## config.mk

```make
export PLATFORM = sky130hd
export DESIGN_NAME = waypoint_heading_steer
export DESIGN_NICKNAME = d
export VERILOG_FILES = /design/src/hdl/wphs_pkg.sv /design/src/hdl/waypoint_heading_steer.sv
export SDC_FILE = /design/constraint.sdc
export NUM_CORES = 2
export LEC_CHECK = 0
export ABC_AREA = 1
export ABC_CLOCK_PERIOD_IN_PS = 41500
export BUFFER_PORTS_ARGS = -buffer_cell sky130_fd_sc_hd__buf_2
export CAP_MARGIN = 10
export CORE_MARGIN = 8
export CORE_UTILIZATION = 35
export DETAILED_ROUTE_END_ITERATION = 16
export GPL_TIMING_DRIVEN = 0
export REMOVE_ABC_BUFFERS = 1
export SYNTH_ARGS = -nofsm -noshare
export SYNTH_HDL_FRONTEND = slang
export SYNTH_SLANG_ARGS = --single-unit
```

## constraint.sdc

```tcl
create_clock -name clk -period 41.5 [get_ports clk]
set_input_delay 12.45 -clock clk [delete_from_list [all_inputs] [get_ports clk]]
set_output_delay 12.45 -clock clk [all_outputs]
set_load 0.01 [all_outputs]
```

## src/hdl/wphs_pkg.sv

```systemverilog
`timescale 1ns / 1ps
// wphs_pkg: shared types and constants for waypoint_heading_steer
// holds field widths, angle constants, the cordic arctangent table and register indexes
// no dependencies
package wphs_pkg;

    localparam int POS_W   = 16;
    localparam int DXY_W   = 17;
    localparam int XY_W    = 28;
    localparam int Z_W     = 25;
    localparam int ANG_W   = 15;
    localparam int ERR_W   = 16;
    localparam int TOL_W   = 14;
    localparam int RATE_W  = 12;
    localparam int TURN_W  = 13;
    localparam int WHEEL_W = 14;
    localparam int CFG_W   = 14;
    localparam int PRE_SHIFT = 8;
    localparam int ROUND_SHIFT = 10;

    localparam int ATAN_ENTRIES = 24;

    localparam logic signed [Z_W-1:0] Z_ROUND_HALF = 25'sd512;
    localparam logic signed [Z_W-1:0] Z_DEG90      = 25'sd5898240;
    localparam logic signed [Z_W-1:0] Z_DEG180     = 25'sd11520;

    localparam logic signed [ERR_W-1:0] DEG90_16  = 16'sd5760;
    localparam logic signed [ERR_W-1:0] DEG180_16 = 16'sd11520;
    localparam logic signed [ERR_W-1:0] DEG360_16 = 16'sd23040;

    localparam logic [TOL_W-1:0]  RST_ANGLE_TOL = 14'd512;
    localparam logic [RATE_W-1:0] RST_TURN_RATE = 12'd230;
    localparam logic [RATE_W-1:0] RST_FWD_RATE  = 12'd1280;

    // atan(2^-i) in 2^-16 degree, rounded to nearest
    localparam logic signed [Z_W-1:0] ATAN_TAB [ATAN_ENTRIES] = '{
        25'sd2949120, 25'sd1740967, 25'sd919879, 25'sd466945,
        25'sd234379,  25'sd117304,  25'sd58666,  25'sd29335,
        25'sd14668,   25'sd7334,    25'sd3667,   25'sd1833,
        25'sd917,     25'sd458,     25'sd229,    25'sd115,
        25'sd57,      25'sd29,      25'sd14,     25'sd7,
        25'sd4,       25'sd2,       25'sd1,      25'sd0
    };

    typedef enum logic [1:0] {
        CFG_ANGLE_TOL    = 2'd0,
        CFG_TURN_RATE    = 2'd1,
        CFG_FORWARD_RATE = 2'd2
    } cfg_index_t;

endpackage

```

## src/hdl/waypoint_heading_steer.sv

```systemverilog
`timescale 1ns / 1ps
// waypoint_heading_steer: bearing to waypoint and wheel speed steering
// pipelined vectoring cordic followed by the heading and velocity hold stage
// depends on wphs_pkg
//
// usage:
//   input channel in_valid/in_ready carries one pose, target point, current
//   heading and the aim and steer enables per transaction
//   output channel out_valid/out_ready returns the held bearing, heading
//   error, forward and turn velocity commands and both wheel setpoints
//   cfg_we/cfg_index/cfg_wdata writes angle_tolerance (0), turn_rate (1)
//   and forward_rate (2); other indexes are ignored
// throughput: one transaction per cycle while the output is not stalled, with
//   one cordic iteration per pipeline stage and the held bearing and velocity
//   registers at the tail
// the whole pipeline advances when the output register is empty or taken;
//   while the receiver stalls a full output, in_ready is low
// reset clears all stage valid bits, the held bearing, velocities and
//   setpoints, and loads the default register values
module waypoint_heading_steer
    import wphs_pkg::*;
#(
    parameter int CORDIC_STAGES = 16
)(
    input  logic                      clk,
    input  logic                      rst_n,
    input  logic                      in_valid,
    output logic                      in_ready,
    input  logic signed [POS_W-1:0]   robot_x,
    input  logic signed [POS_W-1:0]   robot_y,
    input  logic signed [POS_W-1:0]   target_x,
    input  logic signed [POS_W-1:0]   target_y,
    input  logic signed [ANG_W-1:0]   current_angle,
    input  logic                      aim_enable,
    input  logic                      steer_enable,
    output logic                      out_valid,
    input  logic                      out_ready,
    output logic signed [ANG_W-1:0]   desired_angle,
    output logic signed [ERR_W-1:0]   angle_error,
    output logic [RATE_W-1:0]         forward_velocity,
    output logic signed [TURN_W-1:0]  turn_velocity,
    output logic signed [WHEEL_W-1:0] left_setpoint,
    output logic signed [WHEEL_W-1:0] right_setpoint,
    input  logic                      cfg_we,
    input  logic [1:0]                cfg_index,
    input  logic [CFG_W-1:0]          cfg_wdata
);

    localparam int N = CORDIC_STAGES;

    logic                    adv;

    logic [TOL_W-1:0]        angle_tol_reg;
    logic [RATE_W-1:0]       turn_rate_reg;
    logic [RATE_W-1:0]       fwd_rate_reg;

    logic                    a_valid_reg;
    logic signed [DXY_W-1:0] a_dx_reg;
    logic signed [DXY_W-1:0] a_dy_reg;
    logic signed [ANG_W-1:0] a_cur_reg;
    logic                    a_aim_reg;
    logic                    a_steer_reg;

    logic signed [XY_W-1:0]  x_ext;
    logic signed [XY_W-1:0]  y_ext;
    logic signed [XY_W-1:0]  x_next;
    logic signed [XY_W-1:0]  y_next;
    logic signed [Z_W-1:0]   z_next;

    logic                    c_valid_reg [N+1];
    logic signed [XY_W-1:0]  x_reg       [N+1];
    logic signed [XY_W-1:0]  y_reg       [N+1];
    logic signed [Z_W-1:0]   z_reg       [N+1];
    logic                    c_zero_reg  [N+1];
    logic signed [ANG_W-1:0] c_cur_reg   [N+1];
    logic                    c_aim_reg   [N+1];
    logic                    c_steer_reg [N+1];

    logic signed [Z_W-1:0]   z_round;
    logic signed [ANG_W-1:0] r_bearing_next;
    logic                    r_valid_reg;
    logic signed [ANG_W-1:0] r_bearing_reg;
    logic signed [ANG_W-1:0] r_cur_reg;
    logic                    r_aim_reg;
    logic                    r_steer_reg;

    logic signed [ERR_W-1:0] d_diff;
    logic signed [ANG_W-1:0] d_angle_next;
    logic                    d_valid_reg;
    logic signed [ANG_W-1:0] d_angle_reg;
    logic signed [ANG_W-1:0] d_cur_reg;
    logic                    d_aim_reg;
    logic                    d_steer_reg;

    logic signed [ANG_W-1:0]   held_bearing_next;
    logic signed [ERR_W-1:0]   err_next;
    logic signed [ERR_W:0]     err_wide;
    logic signed [ERR_W:0]     tol_wide;
    logic                      aligned;
    logic signed [TURN_W-1:0]  turn_pos;
    logic signed [TURN_W-1:0]  turn_sel;
    logic signed [WHEEL_W-1:0] turn_wide;

    logic                      out_valid_reg;
    logic signed [ANG_W-1:0]   held_bearing_reg;
    logic signed [ERR_W-1:0]   err_reg;
    logic [RATE_W-1:0]         held_forward_reg;
    logic signed [TURN_W-1:0]  held_turn_reg;
    logic signed [WHEEL_W-1:0] left_reg;
    logic signed [WHEEL_W-1:0] right_reg;

    assign adv      = !out_valid_reg || out_ready;
    assign in_ready = adv;

    // configuration registers
    always_ff @(posedge clk or negedge rst_n)
    begin
        if (!rst_n)
        begin
            angle_tol_reg <= RST_ANGLE_TOL;
            turn_rate_reg <= RST_TURN_RATE;
            fwd_rate_reg  <= RST_FWD_RATE;
        end
        else if (cfg_we)
        begin
            case (cfg_index)
                CFG_ANGLE_TOL:    angle_tol_reg <= cfg_wdata[TOL_W-1:0];
                CFG_TURN_RATE:    turn_rate_reg <= cfg_wdata[RATE_W-1:0];
                CFG_FORWARD_RATE: fwd_rate_reg  <= cfg_wdata[RATE_W-1:0];
                default:          ;
            endcase
        end
    end

    // valid bits of all stages
    always_ff @(posedge clk or negedge rst_n)
    begin
        if (!rst_n)
        begin
            a_valid_reg   <= 1'b0;
            r_valid_reg   <= 1'b0;
            d_valid_reg   <= 1'b0;
            out_valid_reg <= 1'b0;
            for (int i = 0; i <= N; i++)
            begin
                c_valid_reg[i] <= 1'b0;
            end
        end
        else if (adv)
        begin
            a_valid_reg    <= in_valid;
            c_valid_reg[0] <= a_valid_reg;
            for (int i = 0; i < N; i++)
            begin
                c_valid_reg[i+1] <= c_valid_reg[i];
            end
            r_valid_reg   <= c_valid_reg[N];
            d_valid_reg   <= r_valid_reg;
            out_valid_reg <= d_valid_reg;
        end
    end

    // input register: target offset
    always_ff @(posedge clk)
    begin
        if (adv)
        begin
            a_dx_reg    <= DXY_W'(target_x) - DXY_W'(robot_x);
            a_dy_reg    <= DXY_W'(target_y) - DXY_W'(robot_y);
            a_cur_reg   <= current_angle;
            a_aim_reg   <= aim_enable;
            a_steer_reg <= steer_enable;
        end
    end

    // scale and pre-rotate into the right half plane
    always_comb
    begin
        x_ext  = {{(XY_W-DXY_W-PRE_SHIFT){a_dx_reg[DXY_W-1]}}, a_dx_reg, PRE_SHIFT'(0)};
        y_ext  = {{(XY_W-DXY_W-PRE_SHIFT){a_dy_reg[DXY_W-1]}}, a_dy_reg, PRE_SHIFT'(0)};
        x_next = x_ext;
        y_next = y_ext;
        z_next = '0;
        if (a_dx_reg[DXY_W-1])
        begin
            if (!a_dy_reg[DXY_W-1])
            begin
                x_next = y_ext;
                y_next = -x_ext;
                z_next = Z_DEG90;
            end
            else
            begin
                x_next = -y_ext;
                y_next = x_ext;
                z_next = -Z_DEG90;
            end
        end
    end

    // cordic vectoring pipeline, one iteration per stage
    always_ff @(posedge clk)
    begin
        if (adv)
        begin
            x_reg[0]       <= x_next;
            y_reg[0]       <= y_next;
            z_reg[0]       <= z_next;
            c_zero_reg[0]  <= (a_dx_reg == '0) && (a_dy_reg == '0);
            c_cur_reg[0]   <= a_cur_reg;
            c_aim_reg[0]   <= a_aim_reg;
            c_steer_reg[0] <= a_steer_reg;
            for (int i = 0; i < N; i++)
            begin
                if (!y_reg[i][XY_W-1])
                begin
                    x_reg[i+1] <= x_reg[i] + (y_reg[i] >>> i);
                    y_reg[i+1] <= y_reg[i] - (x_reg[i] >>> i);
                    z_reg[i+1] <= z_reg[i] + ATAN_TAB[i];
                end
                else
                begin
                    x_reg[i+1] <= x_reg[i] - (y_reg[i] >>> i);
                    y_reg[i+1] <= y_reg[i] + (x_reg[i] >>> i);
                    z_reg[i+1] <= z_reg[i] - ATAN_TAB[i];
                end
                c_zero_reg[i+1]  <= c_zero_reg[i];
                c_cur_reg[i+1]   <= c_cur_reg[i];
                c_aim_reg[i+1]   <= c_aim_reg[i];
                c_steer_reg[i+1] <= c_steer_reg[i];
            end
        end
    end

    // round to 1/64 degree and saturate; a zero offset gives a zero bearing
    always_comb
    begin
        z_round = (z_reg[N] + Z_ROUND_HALF) >>> ROUND_SHIFT;
        if (c_zero_reg[N])
        begin
            r_bearing_next = '0;
        end
        else if (z_round > Z_DEG180)
        begin
            r_bearing_next = ANG_W'(Z_DEG180);
        end
        else if (z_round < -Z_DEG180)
        begin
            r_bearing_next = ANG_W'(-Z_DEG180);
        end
        else
        begin
            r_bearing_next = z_round[ANG_W-1:0];
        end
    end

    always_ff @(posedge clk)
    begin
        if (adv)
        begin
            r_bearing_reg <= r_bearing_next;
            r_cur_reg     <= c_cur_reg[N];
            r_aim_reg     <= c_aim_reg[N];
            r_steer_reg   <= c_steer_reg[N];
        end
    end

    // subtract 90 degrees, wrap at -180
    always_comb
    begin
        d_diff = ERR_W'(r_bearing_reg) - DEG90_16;
        if (d_diff <= -DEG180_16)
        begin
            d_angle_next = ANG_W'(d_diff + DEG360_16);
        end
        else
        begin
            d_angle_next = d_diff[ANG_W-1:0];
        end
    end

    always_ff @(posedge clk)
    begin
        if (adv)
        begin
            d_angle_reg <= d_angle_next;
            d_cur_reg   <= r_cur_reg;
            d_aim_reg   <= r_aim_reg;
            d_steer_reg <= r_steer_reg;
        end
    end

    // heading error and steering decision
    always_comb
    begin
        held_bearing_next = d_aim_reg ? d_angle_reg : held_bearing_reg;
        err_next  = ERR_W'(held_bearing_next) - ERR_W'(d_cur_reg);
        err_wide  = (ERR_W+1)'(err_next);
        tol_wide  = (ERR_W+1)'({1'b0, angle_tol_reg});
        aligned   = (err_wide <= tol_wide) && (err_wide >= -tol_wide);
        turn_pos  = TURN_W'({1'b0, turn_rate_reg});
        turn_sel  = (err_next > 0) ? turn_pos : -turn_pos;
        turn_wide = WHEEL_W'(turn_sel);
    end

    always_ff @(posedge clk)
    begin
        if (adv && d_valid_reg)
        begin
            err_reg <= err_next;
        end
    end

    always_ff @(posedge clk or negedge rst_n)
    begin
        if (!rst_n)
        begin
            held_bearing_reg <= '0;
            held_forward_reg <= '0;
            held_turn_reg    <= '0;
            left_reg         <= '0;
            right_reg        <= '0;
        end
        else if (adv && d_valid_reg)
        begin
            held_bearing_reg <= held_bearing_next;
            if (d_steer_reg)
            begin
                if (aligned)
                begin
                    held_forward_reg <= fwd_rate_reg;
                    held_turn_reg    <= '0;
                    left_reg         <= WHEEL_W'({1'b0, fwd_rate_reg});
                    right_reg        <= WHEEL_W'({1'b0, fwd_rate_reg});
                end
                else
                begin
                    held_forward_reg <= '0;
                    held_turn_reg    <= turn_sel;
                    left_reg         <= -turn_wide;
                    right_reg        <= turn_wide;
                end
            end
        end
    end

    assign out_valid        = out_valid_reg;
    assign desired_angle    = held_bearing_reg;
    assign angle_error      = err_reg;
    assign forward_velocity = held_forward_reg;
    assign turn_velocity    = held_turn_reg;
    assign left_setpoint    = left_reg;
    assign right_setpoint   = right_reg;

`ifndef SYNTHESIS
    a_drive_exclusive: assert property (@(posedge clk) disable iff (!rst_n)
        (held_turn_reg == '0) || (held_forward_reg == '0))
        else $error("forward and turn commands both nonzero");

    a_wheel_sum: assert property (@(posedge clk) disable iff (!rst_n)
        (WHEEL_W'(left_reg + right_reg) == WHEEL_W'({1'b0, held_forward_reg, 1'b0})))
        else $error("wheel setpoints disagree with forward command");

    a_bearing_range: assert property (@(posedge clk) disable iff (!rst_n)
        (ERR_W'(held_bearing_reg) > -DEG180_16) && (ERR_W'(held_bearing_reg) <= DEG180_16))
        else $error("held bearing outside (-180, 180]");

    a_stall_only_on_full: assert property (@(posedge clk) disable iff (!rst_n)
        !in_ready |-> (out_valid_reg && !out_ready))
        else $error("input stalled without a waiting result");

    a_hold_on_stall: assert property (@(posedge clk) disable iff (!rst_n)
        (out_valid_reg && !out_ready) |=> $stable(held_bearing_reg) && $stable(held_turn_reg))
        else $error("held state changed while output stalled");
`endif

endmodule
```

# Word level (Yosys, flattened, before mapping)
# Memories as Yosys holds them, arrays and structs flattened. A register that Yosys moved wholly into a read port is not among the register bits.
# Index checks and enable logic that the tools add are counted.
# Widths: inputs -> output; s select.
word_totals:
  ff_bits: 241
  word_cells: 386
  memories: 7
  out_inout_bits: 86
  ramBits: 1683
op_classes:
  n_eq_ne: 2
  addsub: 106
  mux: 161
  n_bitwise: 48
  n_reduce_logical: 14
  magnitude_cmp: 6
memory_table:
  columns: ["memory", "words", "word_bits", "rd", "rd_ports_with_merged_regs", "write_ports", "line", "text"]
  rows:
  - ["x_reg", 17, 28, 16, 0, 17, "waypoint_heading_steer.sv:71", "logic signed [XY_W-1:0] x_reg [N+1];"]
  - ["y_reg", 17, 28, 16, 0, 17, "waypoint_heading_steer.sv:72", "logic signed [XY_W-1:0] y_reg [N+1];"]
  - ["z_reg", 17, 25, 17, 0, 17, "waypoint_heading_steer.sv:73", "logic signed [Z_W-1:0] z_reg [N+1];"]
  - ["c_cur_reg", 17, 15, 17, 1, 17, "waypoint_heading_steer.sv:75", "logic signed [ANG_W-1:0] c_cur_reg [N+1];"]
  - ["c_aim_reg", 17, 1, 17, 1, 17, "waypoint_heading_steer.sv:76", "logic c_aim_reg [N+1];"]
  - ["c_steer_reg", 17, 1, 17, 1, 17, "waypoint_heading_steer.sv:77", "logic c_steer_reg [N+1];"]
  - ["1 more memories", null, null, null, null, null, null, null]
ops:
  columns: ["operator", "n"]
  rows:
  - ["$mux 28", 36]
  - ["$mux 25", 18]
  - ["$mux 1", 98]
  - ["$add 28x13->28", 2]
  - ["$add 28x14->28", 2]
  - ["$add 28x15->28", 2]
  - ["$add 28x16->28", 2]
  - ["$add 28x17->28", 2]
  - ["$add 28x18->28", 2]
  - ["$add 28x19->28", 2]
  - ["$add 28x20->28", 2]
  - ["$add 28x21->28", 2]
  - ["$add 28x22->28", 2]
  - ["$add 28x23->28", 2]
  - ["$add 28x24->28", 2]
  - ["$add 28x25->28", 2]
  - ["$add 28x26->28", 2]
  - ["$add 28x27->28", 2]
  - ["$neg 25->28", 2]
  - ["$sub 28x13->28", 2]
  - ["$sub 28x14->28", 2]
  - ["$sub 28x15->28", 2]
  - ["$sub 28x16->28", 2]
  - ["$sub 28x17->28", 2]
  - ["other kinds (72)", 143]

# Depth between registers and ports, before layout
depth:
  ltp_word: 6
  ltp_mapped: 32

# Least setup slack after synthesis
# Ideal clock, no wire load.
synth_path:
  kind: "in2out"
  startpoint: "in out_ready"
  endpoint: "out in_ready"
  required_time_ps: 29050
  path_stages: 2
  setup_slack_ps: 6567
  arrival_time_ps: 22483
  cell_sequence: "inv_2 > nand2_1"
synth_between:
  elab_chain_len: 1
synth_lines:
  columns: ["item", "line", "text"]
  rows:
  - ["from (decl)", "waypoint_heading_steer.sv:37", "input logic out_ready,"]
  - ["$logic_or 1x1->1", "waypoint_heading_steer.sv:112", "assign adv = !out_valid_reg || out_ready;"]
  - ["to (decl)", "waypoint_heading_steer.sv:28", "output logic in_ready,"]
# No other way between the ends.

# Worst setup path in the final report
# Ends and elaborated chain as after synthesis.

==> impl_results.md <==
* Critical-path cell list: buf_2, inv_2, nand2_4, buf_16, buf_16, buf_16, buf_16, buf_2
* CP Capture Type: primary output
* Remaining routing DRC violations at 0
* WP data required at 29050 ps
* Max-slew headroom at 0.188
* GR Util All Layers at 0.150
* Post-synth top area share at 0.398
* IO Pins at approximately 190
* Layout cells sized above 1 at 0.0499
* Tcrit/Tclk final at 0.676
* Syn Inst Count at around 13000
* Fin Hold WS at 349 ps
* Register area share after synthesis at 0.425
* Clock transition at path regs at 60 ps
* Max-slew violation count at 0
* Die ar. at 353000 µm²
* CP Max Fanout at 70
* Critical path startpoint category: input pin
* CTS Buffer Depth at 4
* Post-synth top area cell: edfxtp_1
* Drt via density at 4.93
* Global-route wire length before repair at 443000 µm
* Fillers at approximately 33000
* Post-cts hold buffer count at 0
* Pre-Repair DR Iteration Count at 6
* TNS Setup at 0 ps
* Synth Warn # at 0
* FMAX at 35.6 MHz
* Max stage delay cell, worst path: inv_2
* Initial core utilization at 0.351
* H-tree levels at 4
* Run status: completed
* Nets at around 14000
* Syn avg cell area at roughly 9.1 µm²
* Clk Latency, worst-skew pair at 900 ps
* DP Wirelength at ~220000 µm
* Post-cts resize count at 0
* Final hold vios at 0
* Least-Margin Pin Slew at 1220 ps
* Final GP Congestion at 0.901
* Ys async rst share at 0.0741
* Yosys reg bits at 1673
* CTS tree: built
* DRT Wirelength at 275000 µm
* Arrival time at the worst endpoint at roughly 16000 ps
* RSZ-0062 raised after global routing: false
* PortBufs at 187
* Max-Cap Viols at 0
* Wire per inst at between 15 and 20 µm
* Top_reg_cell synth: edfxtp_1
* Slowest Stage Delay on Critical Path at 840 ps
* DRT antenna net count at 0
* Number of antenna violations at the first check in global routing at 5
* Clock sinks at around 1700
* Vias in the first global route at 83984
* Core area at 333000 µm²
* Initial DRC count at 5656
* Most frequent cells after synthesis: nand2_1, edfxtp_1, inv_1
* Mapped Area at 117000 µm²
* Worst Path Buf+Inv at 7
* Die height at 594 µm
* Area of the multi-input gates at a little over 60000 µm²
* Reg area at 49600 µm²
* Type of the worst min-delay path: flip-flop to flip-flop
* Cell with the most instances after synthesis: nand2_1
* Largest net degree at the start of global routing at 74
* Number of CTS-inserted buffers at 186
* Cell mode on critical path: buf_16
* Distinct cell type count after synthesis at 71
* Area growth syn-to-layout at 11.2%
* Vias at 86831
* Standard-cell rows at 212
* Die Span X at 594 µm
* Max reg flops at roughly 390
* Number of synthesized flops with an enable pin at 1549
* Total congestion overflow at 0
* Fin Clk Skew at between 100 and 150 ps
* Post-CTS Setup Inserts at 0
* Synth top area cells: edfxtp_1, ha_1, xor2_1
* Final Critical Period at 28070 ps
* Count of final setup violators at 0
* CP top delay family: buffers and inverters
* Root buffer cell: clkbuf_16
* Crit Path Class: input pin to primary output
[path summary, 6_finish.rpt]
check / startpoint / end / slack, ps / depth (start not counted)
min in group asynchronous: rst_n / turn_velocity[11]$_DFFE_PN0P_ / 11520 / 1
worst min-delay path: c_zero_reg[9]$_DFFE_PN_ / c_zero_reg[10]$_DFFE_PN_ / 350 / 0
worst min register to register: c_zero_reg[9]$_DFFE_PN_ / c_zero_reg[10]$_DFFE_PN_ / 350 / 0
worst max register to register: out_valid$_DFFE_PN0N_ / x_reg[6][22]$_DFFE_PP_ / 34570 / 19
worst max-delay path: out_ready / in_ready / 13430 / 8
max in group asynchronous: rst_n / desired_angle[14]$_DFFE_PN0P_ / 29180 / 2
[cell usage in the layout (no fill, tap or decap), drive strengths merged, types with 8 or more instances in the layout]
master and n:
nand2 2212, edfxtp 1549, inv 1532, a21oi 1300, ha 1174, xor2 1001
nor2 938, o21ai 711, xnor2 561, nand3 427, nor3 237, buf 227
clkbuf 217, dfrtp 116, nand4 111, a31oi 94, a21boi 78, o21a 77
clkinv 75, o21bai 65, nor4 61, o31ai 57, a21o 52, o221ai 49
or2 48, o211ai 46, fa 37, a211oi 24, bufinv 22, nor3b 16
o2111ai 11, a221oi 11, clkinvlp 11, a2111oi 10, nand3b 9, and2 8
dfstp 8, o41ai 8
[stage by stage]
stage	util	setup WS, ps	instances	cell area [µm²]
floorplan	-	6640	12677	116000
global placement	0.369	799	17251	123000
detailed placement	0.372	13430	17290	124000
CTS	0.390	13410	17619	130000
global route	0.390	13320	17624	130000
finish	0.390	13430	17624	130000
[layout make-up]
class | count | area share
well taps | 4387 | 0.0422
clock inverters | 112 | 0.00902
diodes | 4 | 0.0000770
inverters | 1528 | 0.0442
multi-input cells | 9476 | 0.470
flip-flops and latches | 1673 | 0.382
clock buffers | 217 | 0.0372
repair buffers | 227 | 0.0148
[metal layers]
layer,vias up,GRT usage,share of wire
met3,383,0.0164,0.038
met2,1518,0.258,0.47
met4,0,0.0414,0.027
met1,40163,0.200,0.47
met5,-,0,0
li1,44767,-,-
[cell families (layout without fill, tap and decap cells)]
family / after synthesis / in the layout / share of synthesized area
AND/OR/NAND/NOR: 4073 / 4073 / 0.146
AO/OA/AOI/OAI: 2623 / 2623 / 0.126
flip-flops: 1673 / 1673 / 0.425
buffers and inverters: 1668 / 2084 / 0.0541
XOR/XNOR: 1562 / 1562 / 0.117
adder cells (fa/ha/maj): 1211 / 1211 / 0.132
multiplexers: 4 / 4 / 0.000343
other: 1 / 7 / 0.0000321
Power is left out: the tool's default activity adds up to more than one toggle a clock period on the data nets, which glitch-free logic cannot reach.
